$ cat config.mk
export PLATFORM = sky130hd
export DESIGN_NAME = mips_subset_execute_unit_flat
export DESIGN_NICKNAME = d
export VERILOG_FILES = /design/src/hdl/msxu_pkg.sv /design/src/hdl/msxu_if.sv /design/src/hdl/mips_subset_execute_unit.sv /design/src/hdl/msxu_regfile.sv /design/src/hdl/msxu_exec.sv /design/src/flat_wrapper.sv
export SDC_FILE = /design/constraint.sdc
export NUM_CORES = 1
export LEC_CHECK = 0
export BUFFER_PORTS_ARGS = -buffer_cell sky130_fd_sc_hd__buf_2
export CAP_MARGIN = 10
export CORE_MARGIN = 2
export CORE_UTILIZATION = 40
export CTS_BUF_LIST = sky130_fd_sc_hd__clkbuf_2 sky130_fd_sc_hd__clkbuf_4 sky130_fd_sc_hd__clkbuf_8
export DETAILED_ROUTE_END_ITERATION = 6
export PLACE_DENSITY = 0.52
export SLEW_MARGIN = 20
export SYNTH_ARGS = -nofsm -noshare
export SYNTH_HDL_FRONTEND = slang
export SYNTH_SLANG_ARGS = --single-unit
$ cat constraint.sdc
create_clock -name clk_i -period 6.31 [get_ports clk_i]
set_clock_uncertainty 0.05 [all_clocks]
set_input_delay 0.9465 -clock clk_i [delete_from_list [all_inputs] [get_ports clk_i]]
set_output_delay 0.9465 -clock clk_i [all_outputs]
set_load 0.02 [all_outputs]
$ cat src/hdl/msxu_pkg.sv
// Package: shared types, opcode codes and constants of the execute unit.
package msxu_pkg;

  localparam int unsigned OP_W     = 5;
  localparam int unsigned IDX_W    = 4;
  localparam int unsigned DATA_W   = 32;
  localparam int unsigned TGT_W    = 10;
  localparam int unsigned IMM_HALF = 16;

  typedef enum logic [OP_W-1:0] {
    OP_ADD  = 5'd0,
    OP_SUB  = 5'd1,
    OP_AND  = 5'd2,
    OP_OR   = 5'd3,
    OP_XOR  = 5'd4,
    OP_NOR  = 5'd5,
    OP_SLT  = 5'd6,
    OP_ADDI = 5'd7,
    OP_ANDI = 5'd8,
    OP_ORI  = 5'd9,
    OP_XORI = 5'd10,
    OP_SLTI = 5'd11,
    OP_LUI  = 5'd12,
    OP_LI   = 5'd13,
    OP_BEQ  = 5'd14,
    OP_BNE  = 5'd15,
    OP_BLTZ = 5'd16,
    OP_J    = 5'd17,
    OP_JR   = 5'd18
  } opcode_e;

  // Register file write request, driven by the execute stage.
  typedef struct packed {
    logic              en;
    logic [IDX_W-1:0]  idx;
    logic [DATA_W-1:0] data;
  } wr_req_t;

  // Execute stage result apart from the next program counter.
  typedef struct packed {
    logic              jump_taken;
    logic              write_enable;
    logic [IDX_W-1:0]  write_index;
    logic [DATA_W-1:0] write_value;
  } exec_res_t;

  // Control-flow ops read the dest register on the second read port.
  function automatic logic reads_dest(input logic [OP_W-1:0] op);
    logic hit;
    hit = op inside {OP_BEQ, OP_BNE, OP_BLTZ, OP_J, OP_JR};
    return hit;
  endfunction

endpackage

$ cat src/hdl/msxu_if.sv
// Interfaces: instruction input channel and writeback/next-pc result channel.
interface msxu_in_if;
  import msxu_pkg::*;
  logic                     valid;
  logic                     ready;
  logic [OP_W-1:0]          opcode;
  logic [IDX_W-1:0]         dest_index;
  logic [IDX_W-1:0]         src_a_index;
  logic [IDX_W-1:0]         src_b_index;
  logic signed [DATA_W-1:0] immediate;
  logic [TGT_W-1:0]         branch_target;

  modport source (output valid, opcode, dest_index, src_a_index, src_b_index,
                  immediate, branch_target, input ready);
  modport sink   (input valid, opcode, dest_index, src_a_index, src_b_index,
                  immediate, branch_target, output ready);
endinterface

interface msxu_out_if #(parameter int unsigned PC_WIDTH = 10);
  import msxu_pkg::*;
  logic                     valid;
  logic                     ready;
  logic [PC_WIDTH-1:0]      next_pc;
  logic                     jump_taken;
  logic                     write_enable;
  logic [IDX_W-1:0]         write_index;
  logic signed [DATA_W-1:0] write_value;

  modport source (output valid, next_pc, jump_taken, write_enable, write_index,
                  write_value, input ready);
  modport sink   (input valid, next_pc, jump_taken, write_enable, write_index,
                  write_value, output ready);
endinterface

$ cat src/hdl/mips_subset_execute_unit.sv
// Top level: input register, operand read, single execute stage, result register.
// Flow: input register, then result register; operands are read at accept.
// Throughput: one item per clock unless results stall; register write, pc update
// and result capture happen at the same edge, and a same-edge write is forwarded
// to the next read. Reset: register file reads as zero at once through per-entry
// valid bits, program counter zero, both channels empty.
module mips_subset_execute_unit
  import msxu_pkg::*;
#(
  parameter int unsigned NUM_REGS = 10,
  parameter int unsigned PC_WIDTH = 10
) (
  input logic         clk_i,
  input logic         rst_ni,
  msxu_in_if.sink     in_i,
  msxu_out_if.source  out_o
);

  logic                in_vld_q;
  logic [OP_W-1:0]     op_q;
  logic [IDX_W-1:0]    rd_q;
  logic [DATA_W-1:0]   imm_q;
  logic [TGT_W-1:0]    tgt_q;
  logic [PC_WIDTH-1:0] pc_q;

  logic                out_vld_q;
  logic [PC_WIDTH-1:0] out_pc_q;
  exec_res_t           out_res_q;

  logic                accept;
  logic                fire;
  logic [IDX_W-1:0]    rd_idx  [2];
  logic [DATA_W-1:0]   rd_data [2];
  wr_req_t             wr_req;
  logic [PC_WIDTH-1:0] next_pc;
  exec_res_t           res;

  assign fire       = in_vld_q && (!out_vld_q || out_o.ready);
  assign in_i.ready = !in_vld_q || fire;
  assign accept     = in_i.valid && in_i.ready;

  assign rd_idx[0] = in_i.src_a_index;
  assign rd_idx[1] = reads_dest(in_i.opcode) ? in_i.dest_index : in_i.src_b_index;

  assign wr_req.en   = fire && res.write_enable;
  assign wr_req.idx  = res.write_index;
  assign wr_req.data = res.write_value;

  msxu_regfile #(
    .NUM_REGS (NUM_REGS)
  ) u_regfile (
    .clk_i     (clk_i),
    .rst_ni    (rst_ni),
    .rd_en_i   (accept),
    .rd_idx_i  (rd_idx),
    .wr_i      (wr_req),
    .rd_data_o (rd_data)
  );

  msxu_exec #(
    .NUM_REGS (NUM_REGS),
    .PC_WIDTH (PC_WIDTH)
  ) u_exec (
    .op_i         (op_q),
    .dest_index_i (rd_q),
    .imm_i        (imm_q),
    .target_i     (tgt_q),
    .va_i         (rd_data[0]),
    .vx_i         (rd_data[1]),
    .pc_i         (pc_q),
    .next_pc_o    (next_pc),
    .res_o        (res)
  );

  always_ff @(posedge clk_i) begin
    if (accept) begin
      op_q  <= in_i.opcode;
      rd_q  <= in_i.dest_index;
      imm_q <= in_i.immediate;
      tgt_q <= in_i.branch_target;
    end
    if (fire) begin
      out_pc_q  <= next_pc;
      out_res_q <= res;
    end
  end

  always_ff @(posedge clk_i or negedge rst_ni) begin
    if (!rst_ni) begin
      in_vld_q  <= 1'b0;
      out_vld_q <= 1'b0;
      pc_q      <= '0;
    end else begin
      if (accept) begin
        in_vld_q <= 1'b1;
      end else if (fire) begin
        in_vld_q <= 1'b0;
      end
      if (fire) begin
        out_vld_q <= 1'b1;
        pc_q      <= next_pc;
      end else if (out_o.ready) begin
        out_vld_q <= 1'b0;
      end
    end
  end

  assign out_o.valid        = out_vld_q;
  assign out_o.next_pc      = out_pc_q;
  assign out_o.jump_taken   = out_res_q.jump_taken;
  assign out_o.write_enable = out_res_q.write_enable;
  assign out_o.write_index  = out_res_q.write_index;
  assign out_o.write_value  = out_res_q.write_value;

  // Input side stalls only behind a full input stage with a blocked result.
  a_ready_stall: assert property (@(posedge clk_i) disable iff (!rst_ni)
    !in_i.ready |-> (in_vld_q && out_o.valid && !out_o.ready))
    else $error("input stalled without a blocked result");

  // Sequential flow advances the program counter by one.
  a_pc_seq: assert property (@(posedge clk_i) disable iff (!rst_ni)
    (fire && !res.jump_taken) |=> (pc_q == PC_WIDTH'($past(pc_q) + PC_WIDTH'(1))))
    else $error("program counter did not step by one");

  // A result without a write carries zero index and value.
  a_no_write_zero: assert property (@(posedge clk_i) disable iff (!rst_ni)
    (out_o.valid && !out_o.write_enable) |->
      (out_o.write_index == '0 && out_o.write_value == '0))
    else $error("non-write result carries data");

  // Writes only reach registers that exist.
  a_write_range: assert property (@(posedge clk_i) disable iff (!rst_ni)
    wr_req.en |-> (int'(wr_req.idx) < int'(NUM_REGS)))
    else $error("write to register beyond the file");

endmodule

$ cat src/hdl/msxu_regfile.sv
// Register file: two registered read ports with write bypass, per-entry valid bits.
module msxu_regfile
  import msxu_pkg::*;
#(
  parameter int unsigned NUM_REGS = 10
) (
  input  logic              clk_i,
  input  logic              rst_ni,
  input  logic              rd_en_i,
  input  logic [IDX_W-1:0]  rd_idx_i  [2],
  input  wr_req_t           wr_i,
  output logic [DATA_W-1:0] rd_data_o [2]
);

  localparam int unsigned AW    = $clog2(NUM_REGS);
  localparam int unsigned EXT_W = (AW > IDX_W) ? AW : IDX_W;

  logic [DATA_W-1:0]   mem [NUM_REGS];
  logic [NUM_REGS-1:0] vld_q;

  logic [AW-1:0]     waddr;
  logic [EXT_W-1:0]  widx_ext;
  logic [AW-1:0]     raddr    [2];
  logic [EXT_W-1:0]  ridx_ext [2];
  logic              rrange   [2];

  logic [DATA_W-1:0] mem_q    [2];
  logic [DATA_W-1:0] byp_data_q;
  logic              hit_q    [2];
  logic              byp_q    [2];

  assign widx_ext = EXT_W'(wr_i.idx);
  assign waddr    = widx_ext[AW-1:0];

  for (genvar p = 0; p < 2; p++) begin : g_port
    assign ridx_ext[p]  = EXT_W'(rd_idx_i[p]);
    assign raddr[p]     = ridx_ext[p][AW-1:0];
    assign rrange[p]    = int'(rd_idx_i[p]) < int'(NUM_REGS);
    assign rd_data_o[p] = byp_q[p] ? byp_data_q :
                          (hit_q[p] ? mem_q[p] : '0);
  end

  // Writes only come with in-range indexes from the execute stage.
  always_ff @(posedge clk_i) begin
    if (wr_i.en) begin
      mem[waddr] <= wr_i.data;
    end
    if (rd_en_i) begin
      mem_q[0]   <= mem[raddr[0]];
      mem_q[1]   <= mem[raddr[1]];
      byp_data_q <= wr_i.data;
    end
  end

  always_ff @(posedge clk_i or negedge rst_ni) begin
    if (!rst_ni) begin
      vld_q    <= '0;
      hit_q[0] <= 1'b0;
      hit_q[1] <= 1'b0;
      byp_q[0] <= 1'b0;
      byp_q[1] <= 1'b0;
    end else begin
      if (wr_i.en) begin
        vld_q[waddr] <= 1'b1;
      end
      if (rd_en_i) begin
        for (int p = 0; p < 2; p++) begin
          hit_q[p] <= rrange[p] && vld_q[raddr[p]];
          // value written this cycle is not in the array yet at the read
          byp_q[p] <= wr_i.en && (wr_i.idx == rd_idx_i[p]);
        end
      end
    end
  end

endmodule

$ cat src/hdl/msxu_exec.sv
// Execute logic: ALU, compare, branch resolution and writeback select.
module msxu_exec
  import msxu_pkg::*;
#(
  parameter int unsigned NUM_REGS = 10,
  parameter int unsigned PC_WIDTH = 10
) (
  input  logic [OP_W-1:0]     op_i,
  input  logic [IDX_W-1:0]    dest_index_i,
  input  logic [DATA_W-1:0]   imm_i,
  input  logic [TGT_W-1:0]    target_i,
  input  logic [DATA_W-1:0]   va_i,
  input  logic [DATA_W-1:0]   vx_i,
  input  logic [PC_WIDTH-1:0] pc_i,
  output logic [PC_WIDTH-1:0] next_pc_o,
  output exec_res_t           res_o
);

  localparam int unsigned TW = (PC_WIDTH > TGT_W) ? PC_WIDTH : TGT_W;

  logic [TW-1:0]       tgt_ext;
  logic [PC_WIDTH-1:0] seq_pc;
  logic [DATA_W-1:0]   value;
  logic                writes;
  logic                jumped;
  logic                is_jr;
  logic                rd_ok;

  assign tgt_ext = TW'(target_i);
  assign seq_pc  = pc_i + PC_WIDTH'(1);
  assign rd_ok   = int'(dest_index_i) < int'(NUM_REGS);

  // vx_i is rt for register ops and the dest register for control flow
  always_comb begin
    value  = '0;
    writes = 1'b1;
    jumped = 1'b0;
    is_jr  = 1'b0;
    unique case (opcode_e'(op_i))
      OP_ADD:  value = va_i + vx_i;
      OP_SUB:  value = va_i - vx_i;
      OP_AND:  value = va_i & vx_i;
      OP_OR:   value = va_i | vx_i;
      OP_XOR:  value = va_i ^ vx_i;
      OP_NOR:  value = ~(va_i | vx_i);
      OP_SLT:  value = DATA_W'($signed(va_i) < $signed(vx_i));
      OP_ADDI: value = va_i + imm_i;
      OP_ANDI: value = va_i & imm_i;
      OP_ORI:  value = va_i | imm_i;
      OP_XORI: value = va_i ^ imm_i;
      OP_SLTI: value = DATA_W'($signed(va_i) < $signed(imm_i));
      OP_LUI:  value = {imm_i[IMM_HALF-1:0], {IMM_HALF{1'b0}}};
      OP_LI:   value = imm_i;
      OP_BEQ: begin
        writes = 1'b0;
        jumped = (vx_i == va_i);
      end
      OP_BNE: begin
        writes = 1'b0;
        jumped = (vx_i != va_i);
      end
      OP_BLTZ: begin
        writes = 1'b0;
        jumped = vx_i[DATA_W-1];
      end
      OP_J: begin
        writes = 1'b0;
        jumped = 1'b1;
      end
      OP_JR: begin
        writes = 1'b0;
        jumped = 1'b1;
        is_jr  = 1'b1;
      end
      default: writes = 1'b0;
    endcase
  end

  always_comb begin
    if (is_jr) begin
      next_pc_o = vx_i[PC_WIDTH-1:0];
    end else if (jumped) begin
      next_pc_o = tgt_ext[PC_WIDTH-1:0];
    end else begin
      next_pc_o = seq_pc;
    end
    res_o.jump_taken   = jumped;
    res_o.write_enable = writes && rd_ok;
    res_o.write_index  = (writes && rd_ok) ? dest_index_i : '0;
    res_o.write_value  = (writes && rd_ok) ? value : '0;
  end

endmodule

$ cat src/flat_wrapper.sv
// flat-port wrapper written by rule: the top's interface ports become plain ports
module mips_subset_execute_unit_flat import msxu_pkg::*;
#(
  parameter int unsigned NUM_REGS = 10,
  parameter int unsigned PC_WIDTH = 10
)
  (clk_i, rst_ni, in_i_valid, in_i_opcode, in_i_dest_index, in_i_src_a_index, in_i_src_b_index, in_i_immediate, in_i_branch_target, in_i_ready, out_o_valid, out_o_next_pc, out_o_jump_taken, out_o_write_enable, out_o_write_index, out_o_write_value, out_o_ready);
  msxu_in_if in_i_i ();
  msxu_out_if #(.PC_WIDTH(PC_WIDTH)) out_o_i ();
  input logic clk_i;
  input logic rst_ni;
  input wire logic [$bits(in_i_i.valid)-1:0] in_i_valid;
  input wire logic [$bits(in_i_i.opcode)-1:0] in_i_opcode;
  input wire logic [$bits(in_i_i.dest_index)-1:0] in_i_dest_index;
  input wire logic [$bits(in_i_i.src_a_index)-1:0] in_i_src_a_index;
  input wire logic [$bits(in_i_i.src_b_index)-1:0] in_i_src_b_index;
  input wire logic [$bits(in_i_i.immediate)-1:0] in_i_immediate;
  input wire logic [$bits(in_i_i.branch_target)-1:0] in_i_branch_target;
  output wire logic [$bits(in_i_i.ready)-1:0] in_i_ready;
  output wire logic [$bits(out_o_i.valid)-1:0] out_o_valid;
  output wire logic [$bits(out_o_i.next_pc)-1:0] out_o_next_pc;
  output wire logic [$bits(out_o_i.jump_taken)-1:0] out_o_jump_taken;
  output wire logic [$bits(out_o_i.write_enable)-1:0] out_o_write_enable;
  output wire logic [$bits(out_o_i.write_index)-1:0] out_o_write_index;
  output wire logic [$bits(out_o_i.write_value)-1:0] out_o_write_value;
  input wire logic [$bits(out_o_i.ready)-1:0] out_o_ready;
  assign in_i_i.valid = in_i_valid;
  assign in_i_i.opcode = in_i_opcode;
  assign in_i_i.dest_index = in_i_dest_index;
  assign in_i_i.src_a_index = in_i_src_a_index;
  assign in_i_i.src_b_index = in_i_src_b_index;
  assign in_i_i.immediate = in_i_immediate;
  assign in_i_i.branch_target = in_i_branch_target;
  assign in_i_ready = in_i_i.ready;
  assign out_o_valid = out_o_i.valid;
  assign out_o_next_pc = out_o_i.next_pc;
  assign out_o_jump_taken = out_o_i.jump_taken;
  assign out_o_write_enable = out_o_i.write_enable;
  assign out_o_write_index = out_o_i.write_index;
  assign out_o_write_value = out_o_i.write_value;
  assign out_o_i.ready = out_o_ready;
  mips_subset_execute_unit #(.NUM_REGS(NUM_REGS), .PC_WIDTH(PC_WIDTH)) u_core (.clk_i(clk_i), .rst_ni(rst_ni), .in_i(in_i_i), .out_o(out_o_i));
endmodule
After elaboration in Yosys (flattened, before gate mapping)
Memories as Yosys holds them, arrays and structs flattened.
Index checks and enable logic that the tools add are counted.
{ "word_totals": {"register_bits": 157, "latch_bits": 0, "ram_bits": 384, "romBits": 0, "inputBits": 63, "out_inout_bits": 50, "word_cells": 114, "memories": 2} }
{ "memory_table": {"columns": ["memory", "words", "word_bits", "rd", "rd_ports_with_merged_regs", "write_ports", "line_no", "rtl"], "rows": [
  ["u_core.u_regfile.mem", 10, 32, 2, 0, 1, "msxu_regfile.sv:18", "logic [DATA_W-1:0] mem [NUM_REGS];"],
  ["u_core.u_regfile.mem_q", 2, 32, 2, 0, 2, "msxu_regfile.sv:27", "logic [DATA_W-1:0] mem_q [2];"]
]} }
{ "classes": {"n_addsub": 4, "n_mul": 0, "n_div": 0, "order_cmp": 9, "n_eq_ne": 27, "shift": 0, "muxes": 27, "bitwise": 8, "reduce_logical": 19} }
{ "op_table": {"columns": ["op", "n"], "rows": [
  ["32-bit case mux with 14 select lines", 1],
  ["32-bit two-way mux", 5],
  ["32-bit adder", 2],
  ["32-bit AND", 2],
  ["32-bit less-than comparator", 2],
  ["32-bit OR", 2],
  ["32-bit XOR", 2],
  ["5-bit by 4-bit equality test with 1-bit output (second input constant)", 10],
  ["32-bit equality test", 1],
  ["32-bit != test", 1],
  ["32-bit NOT", 1],
  ["32-bit subtractor", 1],
  ["5-bit equality test (second input constant)", 6],
  ["5-bit by 3-bit equality test with 1-bit output (second input constant)", 4],
  ["10-bit two-way mux", 2],
  ["4-bit by 5-bit less-than comparator with 1-bit output (second input constant)", 3],
  ["14-bit OR reduction", 1],
  ["1-bit two-way mux", 13],
  ["4-bit less-than comparator (second input constant)", 3],
  ["10-bit by 1-bit adder with 10-bit output (second input constant)", 1],
  ["5-bit by 2-bit equality test with 1-bit output (second input constant)", 2],
  ["10-bit OR", 1],
  ["1-bit logical AND", 9],
  ["1-bit binary-select mux with 4-bit select", 2],
  ["12 further kinds", 17]
]} }

Depth between registers and ports, before layout
{ "depth": {"depth_word": 10, "ltp_mapped": 19, "mapped_depth_nobuf": 17} }

By module
Synthesis repeated with hierarchy kept, for this count alone.
{ "unflattened": {"cells_unflattened": 2521, "area_unflattened_um2": 31242.5} }
{ "by_module_without_submodules": {"columns": ["mod", "n_inst", "cells_each", "area_each_um2", "seq_area_each_um2"], "rows": [
  ["msxu_regfile", 1, 1039, 18963.2, 12842.3],
  ["msxu_exec", 1, 1344, 8750.9, 0.0],
  ["mips_subset_execute_unit", 1, 138, 3528.4, 3273.1]
]} }

Worst setup path after synthesis
OpenSTA, ideal clock, no wires.
{ "synth_path": {"path_type": "reg-to-reg", "start": "register u_core.op_q[2]", "end": "memory u_core.u_regfile.mem[3][0], enable pin", "setup_ns": 0.503, "arrival_time_ns": 4.580, "t_required_ns": 5.757, "setup_slack_ns": 1.176, "path_stages_with_launch": 8, "path_buffers": 1, "period_less_slack_ns": 5.134, "path_cell_list": "edfxtp_1 clkbuf_1 a31oi_1 nand2_1 clkinv_1 nand2_1 inv_1 nor4_1"} }
{ "synth_lines": {"columns": ["item", "line_no", "rtl"], "rows": [
  ["start: declaration", "mips_subset_execute_unit.sv:20", "logic [OP_W-1:0] op_q;"],
  ["start signal: assignment", "mips_subset_execute_unit.sv:77", "op_q <= in_i.opcode;"],
  ["end: declaration", "msxu_regfile.sv:18", null]
]} }

==> qor.csv <==
metric,value,unit
Synth Area in Simple Gates,8.686,%
Tot GR Track Use,24.27,%
Synth Instances,2508,
buffer and inverter count on the worst path,2,
Reg-to-Reg Start,u_core.op_q[0],
I/O pin count,113,
DRC viols,0,
Vias,22180,
vias in the first global route,21570,
clock latency on the worst-skew pair,0.70,ns
fraction of registers with async set/reset,4.806,%
Final min period,5.642,ns
xor and xnor fraction of the mapped netlist area,2.580,%
wire per inst,26.01,µm
CTS tree,done,
CTS root buf,clkbuf_8,
crit path cell chain,"and2_1, nand2_2, buf_4, a21oi_1, ha_1, nand2_1, o31ai_1, a31oi_1, buf_4, o21ai_1, a21oi_1, xnor2_1, a22oi_1, a31oi_1",
LEAKAGE,0.01289,µW
DP Cell Count,3566,
Initial DRC Count,2062,
Critical Path End Type,flop,
final slew viol count,0,
relative slew slack,27.08,%
Vias/cell,5.926,
Initial Utilization,40.54,%
post-route ant nets,0,
R2R depth,14,
total die area,0.07934,mm²
Final GP Congestion,0.9497,
"Hold-fix buffers, CTS",0,
critical path data arrival time,5.90,ns
register area share after synthesis,52.25,%
critical path's slowest cell,a31oi_1,
Finished Layout Cells,3743,
most common flop cell mapped by yosys,edfxtp_1,
DRT Wirelength,97340,µm
Area Overhead vs Synth,12.55,%
buffers inserted by post-CTS timing repair,0,
initial antenna violation count,3,
post-synthesis adder-cell area fraction,6.110,%
Nets,2846,
drt pass-1 iters,5,
largest net degree at the start of global routing,86,
crit-path max cell delay,0.83,ns
Die Height,281.7,µm
Num CTS Buffers,94,
RSZ-0062 raised after global routing,no,
CP top delay family,compound AO/OA/AOI/OAI gates,
Hold Crit Class,in2async,
clock edge transition at the registers on the reported setup and hold paths,0.06,ns
Ys Warns,0,
clock sink total,541,
FF-to-FF setup slack,0.67,ns
Setup CP Type,reg2reg,
Mean Syn Cell Area,12.30,µm²
gr ovfl total,0,
mux share of post-synthesis cell area,12.90,%
Final HPWL DP,65110,µm
synth unique cells,86,
worst r2r dst,u_core.u_regfile.mem[2][23],
Power Dens Cells,295.8,mW/mm²
Yosys reg bits,541,
final cycle utilization of the critical path,89.41,%
fmax,177.3,MHz
actual slew at the worst max-slew pin,1.090,ns
WP data required,6.57,ns
Resized cells post-CTS,0,
max_cap viols,0,
clock tree buffer depth,3,
die extent in x,281.7,µm
CP Max Fanout,46,
Final Hold Viols,0,
first-pass GRT wire length,142000,µm
VDD IR max,0.1488,mV
Post-synth EDFFs,515,
H-Tree Depth,3,
status,completed,
post-synthesis compound-gate area fraction,14.32,%
share of cells above drive strength 1,19.37,%
Finish-stage setup viols,0,
Netlist Area Pre-Place,0.03084,mm²
largest family of logic cells by synthesized area,compound AO/OA/AOI/OAI gates,
I/O Buffers,112,
Mapped Nets,2721,
setup TNS,0,ns
# rows,101,
core area,0.07608,mm²
critical path startpoint category,flop,
-- state kept, by name (all words and copies together), names as in the netlist, 32 cells and up --
register and cells:
u_core.out_o.write_value 32, u_core.imm_q 32, u_core.u_regfile.mem_q 64, u_core.u_regfile.byp_data_q 32, u_core.u_regfile.mem 320
-- cells in the final DEF (no fill, tap or decap), types with 22 or more instances in the layout --
cell | Yosys | routed
xnor2_1 | 62 | 62
a211oi_1 | 82 | 82
a221oi_1 | 35 | 35
mux2i_1 | 97 | 93
clkinv_1 | 1 | 22
buf_4 | 0 | 59
mux4_2 | 131 | 131
a21o_1 | 26 | 26
nor2_1 | 199 | 197
a21oi_1 | 268 | 261
nand2_1 | 129 | 128
ha_1 | 149 | 149
inv_1 | 105 | 103
dfrtp_1 | 26 | 26
buf_2 | 15 | 110
o21ai_0 | 86 | 86
a22oi_1 | 51 | 51
clkbuf_8 | 0 | 98
clkinv_2 | 0 | 28
xor2_1 | 27 | 27
edfxtp_1 | 515 | 515
nor2b_1 | 74 | 73
-- through the flow --
stage / power [µW] / worst slack (ns) / utilization (%) / hold WS [ns] / instance area [µm²]
4_1_cts: 10320 / 0.7141 / 45.57 / 0.1946 / 34670
6_report: 10270 / 0.6683 / 45.63 / 0.2469 / 34710
2_1_floorplan: 6189 / 1.176 / - / 0.4017 / 30840
3_3_place_gp: 6981 / 0.9426 / 43.05 / 0.4209 / 32750
5_1_grt: 10770 / 0.4709 / 45.63 / 0.2474 / 34710
3_5_place_dp: 6991 / 0.7653 / 43.05 / 0.4312 / 32750
-- cells in the mapped netlist, drive strengths merged (5+ instances only) --
| library cell | count | share of area [%] |
|---|---|---|
| o21ai | 97 | 1.6 |
| o211ai | 7 | 0.19 |
| a22oi | 53 | 1.3 |
| nand2b | 16 | 0.35 |
| nor4 | 12 | 0.29 |
| dfrtp | 26 | 2.1 |
| clkbuf | 104 | 1.3 |
| nand3b | 6 | 0.15 |
| a22o | 12 | 0.34 |
| ha | 149 | 6.0 |
| or2 | 13 | 0.26 |
| inv | 105 | 1.3 |
| xnor2 | 62 | 1.8 |
| mux4 | 131 | 9.6 |
| nor3 | 27 | 0.44 |
| nand2 | 130 | 1.6 |
| mux2i | 98 | 3.2 |
| nor2 | 199 | 2.4 |
| o21a | 9 | 0.22 |
| a21o | 26 | 0.63 |
| a31oi | 19 | 0.39 |
| o22ai | 7 | 0.14 |
| xor2 | 28 | 0.82 |
| nand3 | 19 | 0.31 |
| a221oi | 35 | 0.99 |
| o31ai | 7 | 0.19 |
| edfxtp | 515 | 50 |
| nand4 | 7 | 0.14 |
| o221ai | 13 | 0.37 |
| a211oi | 85 | 2.1 |
| and2 | 12 | 0.24 |
| a21oi | 271 | 4.4 |
| and3 | 13 | 0.26 |
| nor3b | 5 | 0.16 |
| o21bai | 8 | 0.19 |
| nor2b | 75 | 1.5 |
| buf | 40 | 0.60 |
| a2111oi | 10 | 0.28 |
| or3 | 8 | 0.16 |
| o311ai | 7 | 0.22 |
-- layout make-up --
cell class,instances,area (µm²)
diodes,2,5.005
inverters,106,404.1
well taps,1030,1289
clock inverters,60,446.7
repair buffers,173,1061
multi-input cells,1717,13920
flip-flops and latches,541,16120
clock buffers,114,1469
fillers,6925,41360
-- metal layers --
layer / up-vias / share of wire, % / track usage, %
met5: - / 0 / 0
met4: 0 / 3.0 / 7.897
met3: 155 / 6.5 / 3.605
met2: 839 / 46 / 38.74
met1: 11240 / 44 / 34.09
li1: 9948 / - / -
-- power by group --
group	total (µW)	leakage (µW)	internal (µW)	switching, µW
clock	3280	0.00102	1760	1520
combinational	2640	0.00666	986	1650
sequential	4350	0.00521	4200	152
total	10300	0.0129	6950	3320
-- worst max path at each step --
stage	cells after the start	end	start	slack, ns
after floorplan	7	u_core.u_regfile.mem[3][0]	u_core.op_q[2]	1.18
after global placement	14	u_core.u_regfile.mem[1][27]	u_core.op_q[0]	0.94
after detailed placement	14	u_core.u_regfile.mem[9][23]	u_core.op_q[0]	0.77
after CTS	14	u_core.u_regfile.mem[1][23]	u_core.op_q[0]	0.71
after global routing	14	u_core.u_regfile.mem[1][23]	u_core.op_q[0]	0.47
final	14	u_core.u_regfile.mem[2][23]	u_core.op_q[0]	0.67
-- logic make-up after synthesis --
logic type                 after synthesis
AOI/OAI and AO/OA                      690
buffers and inverters                  250
muxes                                  232
xor gates and xnor gates                90
DFF                                    541
and+or+nand+nor                        555
adders and majority gates              150
-- worst reg2reg max path: stages (launching register included) --
cell and delay, ns:
edfxtp_1 0.58, and2_1 0.32, nand2_2 0.34, buf_4 0.52, a21oi_1 0.14, ha_1 0.45, nand2_1 0.08, o31ai_1 0.64
a31oi_1 0.18, buf_4 0.19, o21ai_1 0.34, a21oi_1 0.15, xnor2_1 0.31, a22oi_1 0.15, a31oi_1 0.83
Power figures use the tool's default switching activity.
